==> src/rtl/core/sal_pkg.sv <==
package sal_pkg;

  // Default list depth
  localparam int unsigned CAPACITY_DEF = 16;

  // Field widths of the stream words
  localparam int unsigned FUNC_W   = 3;
  localparam int unsigned POS_W    = 5;
  localparam int unsigned WORD_W   = 32;
  localparam int unsigned STATUS_W = 2;
  localparam int unsigned COUNT_W  = 5;

  // Operation codes
  typedef enum logic [FUNC_W-1:0] {
    FN_INS_FRONT = 3'd0,
    FN_INS_END   = 3'd1,
    FN_INS_POS   = 3'd2,
    FN_REM_FRONT = 3'd3,
    FN_REM_END   = 3'd4,
    FN_REM_POS   = 3'd5,
    FN_READ      = 3'd6
  } func_t;

  // Result status codes
  typedef enum logic [STATUS_W-1:0] {
    ST_OK     = 2'd0,
    ST_EMPTY  = 2'd1,
    ST_FULL   = 2'd2,
    ST_BADPOS = 2'd3
  } status_t;

  // Shift command broadcast to every cell
  typedef struct packed {
    logic ins;   // open a slot at the index, later cells take the left neighbor
    logic rem;   // close the slot at the index, later cells take the right neighbor
  } sal_ctl_t;

endpackage

==> src/rtl/core/sal_cell.sv <==
module sal_cell #(
  parameter int unsigned IDX = 0,
  parameter int unsigned IW  = 4
) (
  input  logic                       clk,
  input  logic                       accept,
  input  sal_pkg::sal_ctl_t          ctl,
  input  logic [IW-1:0]              at,
  input  logic [sal_pkg::WORD_W-1:0] word,
  input  logic [sal_pkg::WORD_W-1:0] left,
  input  logic [sal_pkg::WORD_W-1:0] right,
  input  logic [sal_pkg::WORD_W-1:0] rd_in,
  output logic [sal_pkg::WORD_W-1:0] rd_out,
  output logic [sal_pkg::WORD_W-1:0] entry
);

  localparam logic [IW-1:0] MY_IDX = IW'(IDX);

  logic [sal_pkg::WORD_W-1:0] entry_r;
  logic [sal_pkg::WORD_W-1:0] entry_nxt;

  // Next entry: hold, take a neighbor, or take the new word
  always_comb begin
    entry_nxt = entry_r;
    if (accept && ctl.ins) begin
      if (MY_IDX > at) begin
        entry_nxt = left;
      end else if (MY_IDX == at) begin
        entry_nxt = word;
      end
    end else if (accept && ctl.rem && (MY_IDX >= at)) begin
      entry_nxt = right;
    end
  end

  always_ff @(posedge clk) begin
    entry_r <= entry_nxt;
  end

  // Read path: the addressed cell joins its entry into the chain
  assign rd_out = rd_in | ((MY_IDX == at) ? entry_r : '0);
  assign entry  = entry_r;

endmodule

==> src/rtl/core/sal_ctrl.sv <==
module sal_ctrl #(
  parameter int unsigned CAPACITY = sal_pkg::CAPACITY_DEF,
  parameter int unsigned IW       = 4,
  parameter int unsigned FW       = 5
) (
  input  logic                         clk,
  input  logic                         rst_n,
  input  logic                         accept,
  input  logic [sal_pkg::FUNC_W-1:0]   func,
  input  logic [sal_pkg::POS_W-1:0]    position,
  output sal_pkg::sal_ctl_t            ctl,
  output logic [IW-1:0]                at,
  output logic                         read_ok,
  output sal_pkg::status_t             status,
  output logic [sal_pkg::COUNT_W-1:0]  count
);

  localparam int unsigned CW = (FW > sal_pkg::POS_W) ? FW : sal_pkg::POS_W;

  logic [FW-1:0] fill_r;
  logic [FW-1:0] fill_nxt;
  logic [CW-1:0] pos_c;
  logic [CW-1:0] fill_c;
  logic [31:0]   fill_w;
  logic          full;
  logic          empty;

  assign pos_c  = CW'(position);
  assign fill_c = CW'(fill_r);
  assign full   = (fill_r == FW'(CAPACITY));
  assign empty  = (fill_r == '0);

  // Decode the operation against the current fill
  always_comb begin
    ctl      = '0;
    at       = '0;
    read_ok  = 1'b0;
    status   = sal_pkg::ST_OK;
    fill_nxt = fill_r;
    unique case (sal_pkg::func_t'(func))
      sal_pkg::FN_INS_FRONT: begin
        if (full) begin
          status = sal_pkg::ST_FULL;
        end else begin
          ctl.ins  = 1'b1;
          fill_nxt = fill_r + 1'b1;
        end
      end
      sal_pkg::FN_INS_END: begin
        if (full) begin
          status = sal_pkg::ST_FULL;
        end else begin
          ctl.ins  = 1'b1;
          at       = fill_c[IW-1:0];
          fill_nxt = fill_r + 1'b1;
        end
      end
      sal_pkg::FN_INS_POS: begin
        if (full) begin
          status = sal_pkg::ST_FULL;
        end else if (pos_c > fill_c) begin
          status = sal_pkg::ST_BADPOS;
        end else begin
          ctl.ins  = 1'b1;
          at       = pos_c[IW-1:0];
          fill_nxt = fill_r + 1'b1;
        end
      end
      sal_pkg::FN_REM_FRONT: begin
        if (empty) begin
          status = sal_pkg::ST_EMPTY;
        end else begin
          ctl.rem  = 1'b1;
          fill_nxt = fill_r - 1'b1;
        end
      end
      sal_pkg::FN_REM_END: begin
        if (empty) begin
          status = sal_pkg::ST_EMPTY;
        end else begin
          fill_nxt = fill_r - 1'b1;
        end
      end
      sal_pkg::FN_REM_POS: begin
        if (empty) begin
          status = sal_pkg::ST_EMPTY;
        end else if (pos_c >= fill_c) begin
          status = sal_pkg::ST_BADPOS;
        end else begin
          ctl.rem  = 1'b1;
          at       = pos_c[IW-1:0];
          fill_nxt = fill_r - 1'b1;
        end
      end
      sal_pkg::FN_READ: begin
        if (empty) begin
          status = sal_pkg::ST_EMPTY;
        end else if (pos_c >= fill_c) begin
          status = sal_pkg::ST_BADPOS;
        end else begin
          read_ok = 1'b1;
          at      = pos_c[IW-1:0];
        end
      end
      default: begin
        // unused code: no operation
      end
    endcase
  end

  // Fill count
  always_ff @(posedge clk) begin
    if (!rst_n) begin
      fill_r <= '0;
    end else if (accept) begin
      fill_r <= fill_nxt;
    end
  end

  assign fill_w = 32'(fill_nxt);
  assign count  = fill_w[sal_pkg::COUNT_W-1:0];

endmodule

==> src/rtl/core/shifting_array_list.sv <==
// The result word of an accepted word is registered in the output register on acceptance.
// One word per cycle while the output register is free or being emptied; every cell of the
// row shifts in the same cycle, so the next word may follow at once.
// Reset (rst_n low, synchronous) empties the list and drops the pending result;
// list entries themselves are not cleared.
module shifting_array_list #(
  parameter int unsigned CAPACITY = sal_pkg::CAPACITY_DEF
) (
  input  logic        clk,
  input  logic        rst_n,
  input  logic        in_tvalid,
  output logic        in_tready,
  input  logic [39:0] in_tdata,   // func[2:0], position[7:3], value[39:8]
  output logic        out_tvalid,
  input  logic        out_tready,
  output logic [39:0] out_tdata   // status[1:0], read_value[33:2], count[38:34], zero[39]
);

  localparam int unsigned IW = (CAPACITY > 1) ? $clog2(CAPACITY) : 1;
  localparam int unsigned FW = $clog2(CAPACITY + 1);
  localparam int unsigned WW = sal_pkg::WORD_W;

  logic                        accept;
  logic [sal_pkg::FUNC_W-1:0]  func;
  logic [sal_pkg::POS_W-1:0]   position;
  logic [WW-1:0]               value;
  sal_pkg::sal_ctl_t           ctl;
  logic [IW-1:0]               at;
  logic                        read_ok;
  sal_pkg::status_t            status;
  logic [sal_pkg::COUNT_W-1:0] count;
  logic [WW-1:0]               ent [CAPACITY];
  logic [WW-1:0]               rd  [CAPACITY+1];

  logic                        out_valid_r;
  logic [39:0]                 out_data_r;

  // Input word fields
  assign func     = in_tdata[2:0];
  assign position = in_tdata[7:3];
  assign value    = in_tdata[39:8];

  // Take a word whenever the output register is free or being emptied
  assign in_tready = !out_valid_r || out_tready;
  assign accept    = in_tvalid && in_tready;

  sal_ctrl #(
    .CAPACITY (CAPACITY),
    .IW       (IW),
    .FW       (FW)
  ) u_ctrl (
    .clk      (clk),
    .rst_n    (rst_n),
    .accept   (accept),
    .func     (func),
    .position (position),
    .ctl      (ctl),
    .at       (at),
    .read_ok  (read_ok),
    .status   (status),
    .count    (count)
  );

  // Row of entry cells
  assign rd[0] = '0;

  for (genvar i = 0; i < CAPACITY; i++) begin : g_cell
    logic [WW-1:0] left;
    logic [WW-1:0] right;

    if (i == 0) begin : g_first
      assign left = value;
    end else begin : g_mid_l
      assign left = ent[i-1];
    end

    if (i == CAPACITY - 1) begin : g_last
      assign right = ent[i];
    end else begin : g_mid_r
      assign right = ent[i+1];
    end

    sal_cell #(
      .IDX (i),
      .IW  (IW)
    ) u_cell (
      .clk    (clk),
      .accept (accept),
      .ctl    (ctl),
      .at     (at),
      .word   (value),
      .left   (left),
      .right  (right),
      .rd_in  (rd[i]),
      .rd_out (rd[i+1]),
      .entry  (ent[i])
    );
  end

  // Output register
  always_ff @(posedge clk) begin
    if (!rst_n) begin
      out_valid_r <= 1'b0;
    end else if (accept) begin
      out_valid_r <= 1'b1;
    end else if (out_tready) begin
      out_valid_r <= 1'b0;
    end
  end

  always_ff @(posedge clk) begin
    if (accept) begin
      out_data_r <= {1'b0, count, (read_ok ? rd[CAPACITY] : '0), status};
    end
  end

  assign out_tvalid = out_valid_r;
  assign out_tdata  = out_data_r;

endmodule
==> config.mk <==
export PLATFORM = sky130hd
export DESIGN_NAME = shifting_array_list
export DESIGN_NICKNAME = d
export VERILOG_FILES = /design/src/rtl/core/sal_pkg.sv /design/src/rtl/core/sal_cell.sv /design/src/rtl/core/sal_ctrl.sv /design/src/rtl/core/shifting_array_list.sv
export SDC_FILE = /design/constraint.sdc
export NUM_CORES = 2
export LEC_CHECK = 0
export ABC_AREA = 1
export BUFFER_PORTS_ARGS = -buffer_cell sky130_fd_sc_hd__buf_2
export CORE_MARGIN = 8
export CORE_UTILIZATION = 45
export DETAILED_ROUTE_END_ITERATION = 7
export HOLD_SLACK_MARGIN = 0.12
export PLACE_DENSITY = 0.57
export SYNTH_ARGS = -nofsm -noshare
export SYNTH_HDL_FRONTEND = slang
export SYNTH_SLANG_ARGS = --single-unit
==> constraint.sdc <==
create_clock -name clk -period 21.2 [get_ports clk]
set_input_delay 6.36 -clock clk [delete_from_list [all_inputs] [get_ports clk]]
set_output_delay 6.36 -clock clk [all_outputs]
set_load 0.01 [all_outputs]
==> flow_summary_export.csv <==
group,metric,value,unit
floorplan,die_w,284,um
sta,fin_tns_setup,0,ns
sta,skew,0.0251,ns
min_path,hold_class,"register to register",
worst_setup_path,start_kind,"primary input",
placed_design,placed_cells,4806,
placed_design,place_congestion,0.826,
power,total_power,2.94,mW
power,ir_drop,0.0000510,V
route,post_drt_via_cell_ratio,6.17,
floorplan,io-pin-count,86,
min_path,worstHoldStart,"out_tvalid",
worst_setup_path,crit_top_cell,"buf_2",
synth,muxShareOfSynthArea,0,%
synth,ys_ff_latch,557,
worst_setup_path,end_kind,"primary output",
worst_setup_path,cpPeakStageDelay,0.14,ns
synth,ys_warn_count,0,
placed_design,hpwlAfterDp,67800,um
floorplan,coreArea,71200,um^2
synth,synth_area_leaders,"edfxtp_1 51%, nand2_1 12%, nand3_1 7.6%, o21ai_0 7.4%, nor2_1 6.7%",
synth,synth-adder-area-share,0.466,%
grt,grt_usage,30.4,%
synth,synth_cell_types,35,
sta,hold_viol,0,
clock_network,hold_buffers,0,
worst_setup_path,worstReg2RegEnd,"g_cell[1].u_cell.entry[11]",
clock_network,insertion_delay,0.61,ns
grt,antenna_found_initial,12,
placed_design,portBuffers,84,
outcome,run_status,"completed",
clock_network,cts_inserted_buffers,66,
worst_setup_path,crit_path_top_delay_cell,"buf_2",
synth,synth_top_area_share,51.4,%
power,cellPowerDensity,83.7,nW/um^2
synth,ys_seq_area_share,51.7,%
clock_network,cts_resized,0,
placed_design,place_area,33100,um^2
floorplan,rows,98,
worst_setup_path,rr_startpoint,"u_ctrl.fill_c[2]",
sta,period_share,61.6,%
route,drt-wirelength-per-cell,25.9,um
clock_network,clk_pin_slew,0.05,ns
clock_network,cts_root_buf,"clkbuf_16",
clock_network,cts_sinks,557,
synth,ys.flop_type,"edfxtp_1",
worst_setup_path,crit_path_max_fanout,3,
route,antenna_left,0,
synth,synthArstFlopShare,0,%
grt,grt_max_degree,191,
route,drc_errors,0,
synth,synth-simple-area-share,27.3,%
run,cap_viol_max_count,0,
sta,setup_violations,0,
worst_setup_path,cp_data_required_time,14.84,ns
sta,hold_ws,0.513,ns
grt,grt_overflow,0,
synth,yosys.area.top_type,"edfxtp_1",
floorplan,dieHeight,284,um
clock_network,cts.htree.levels,3,
sta,finalWorstSetupSlack,8.13,ns
worst_setup_path,r2r_slack,15.58,ns
synth,syn-num-nets,4098,
floorplan,dieArea,80400,um^2
sta,max-slew-margin-rel,21.5,%
synth,synth-xor-area-share,0.0816,%
final_layout,fin_cells,4928,
final_layout,final_util,49.3,%
sta,fin_crit,13.07,ns
floorplan,floorplan.initialDensity,45.2,%
synth,avgSynthCellArea,7.97,um^2
final_layout,fin_nets,3980,
clock_network,cts_tree,"built",
min_path,whs_endpoint,"out_tvalid",
power,leakagePower,14.3,nW
sta,max_freq,76.5,MHz
synth,synth-compound-area-share,14.7,%
worst_setup_path,reg2reg_depth,19,
placed_design,pre_cts_ws,8.13,ns
sta,worst_pin_slew,1.17,ns
worst_setup_path,cp_data_arrival_time,6.71,ns
sta,drv_slew,0,
final_layout,fin_area,35100,um^2
min_path,min_path_cells,2,
sta,rsz0062_at_grt,"no",
route,vias,30415,
synth,synth_top_family_by_area,"simple AND/OR/NAND/NOR gates",
final_layout,layout_commonest_cell,"nand2_1",
synth,synth_edf_count,551,
synth,netlist_instances,4042,
clock_network,cts_setup_buffers,0,
synth,netlist_area,32200,um^2
final_layout,final_cell_mix,"1,030 x nand2_1, 562 x nor2_1, 551 x edfxtp_1",
route,drtIter0Drc,4460,
route,first_pass_iters,7,
grt,grt_pass1_wl,186000,um
clock_network,clockBufferDepth,3,
final_layout,drive_above_1_share,7.80,%
grt,first_global_vias,27854,
worst_setup_path,crit_type,"primary input to primary output",
final_layout,area_growth,9.05,%
route,wl,128000,um
worst_setup_path,cp_cell_sequence,"buf_2, inv_1, nand2_1, buf_2",
-- synthesized netlist by cell type (2+ instances only) --
cell type and count:
inv_2 14, a21oi_1 175, o221ai_1 33, dfxtp_1 6, inv_1 78, ha_1 12
nand2_2 6, nand3_1 488, buf_6 2, nand4_1 8, nand3_2 3, o21ai_0 479
o211ai_1 32, edfxtp_1 551, buf_1 23, nand2_4 3, nor2_1 574, xor2_1 2
buf_2 111, nand2_1 1034, clkbuf_1 182, o21ai_1 181, buf_4 20, nor2_2 4
nor3_1 6, nor2_4 6
-- kinds of logic after synthesis --
family | after synthesis
AND/OR/NAND/NOR | 2135
AO/OA/AOI/OAI | 903
flip-flops | 557
buffers and inverters | 431
adder cells (fa/ha/maj) | 12
XOR/XNOR | 3
other | 1
-- sequential cells by signal, indices dropped and copies added (netlist names) --
name / flops
out_tvalid: 1
out_tdata: 39
g_cell.u_cell.entry: 512
u_ctrl.fill_c: 5
-- cell type report --
type / instances / area (um^2)
antenna: 3 / 7.51
clock buffer: 88 / 1820
clock inverter: 31 / 219
fill: 6971 / 36100
inverter: 93 / 365
multi-input combinational: 3054 / 13900
sequential: 557 / 16700
tap: 950 / 1190
timing repair buffer: 152 / 956
-- critical path: cells and delay by family --
kind / cells / cell delay [ns]
buffers and inverters: 3 / 0.28
AND/OR/NAND/NOR: 1 / 0.07
-- routing by layer --
metal / wire [um] / global-route usage, % / vias to the layer above / part of all wire, %
met5: 24 / 0 / - / 0.019
met4: 4570 / 10.2 / 4 / 3.6
met3: 15300 / 6.23 / 304 / 12
met2: 55400 / 46.0 / 1918 / 43
met1: 52300 / 43.2 / 14520 / 41
li1: - / - / 13669 / -
-- power by group --
part	total (mW)	internal, mW	switching (mW)	leakage, nW
Clock	1.12	0.639	0.477	1.00
Combinational	0.444	0.105	0.339	8.14
Sequential	1.38	1.33	0.0544	5.17
Total	2.94	2.07	0.871	14.3
-- worst max path at each step --
stage	startpoint	end	slack, ns	depth (start not counted)
after floorplan	out_tready	in_tready	8.35	2
after global placement	out_tready	in_tready	8.11	4
after detailed placement	out_tready	in_tready	8.13	4
after CTS	out_tready	in_tready	8.13	4
after global routing	out_tready	in_tready	8.10	4
final	out_tready	in_tready	8.13	4
Note: power is estimated with default switching activity, not from simulation.
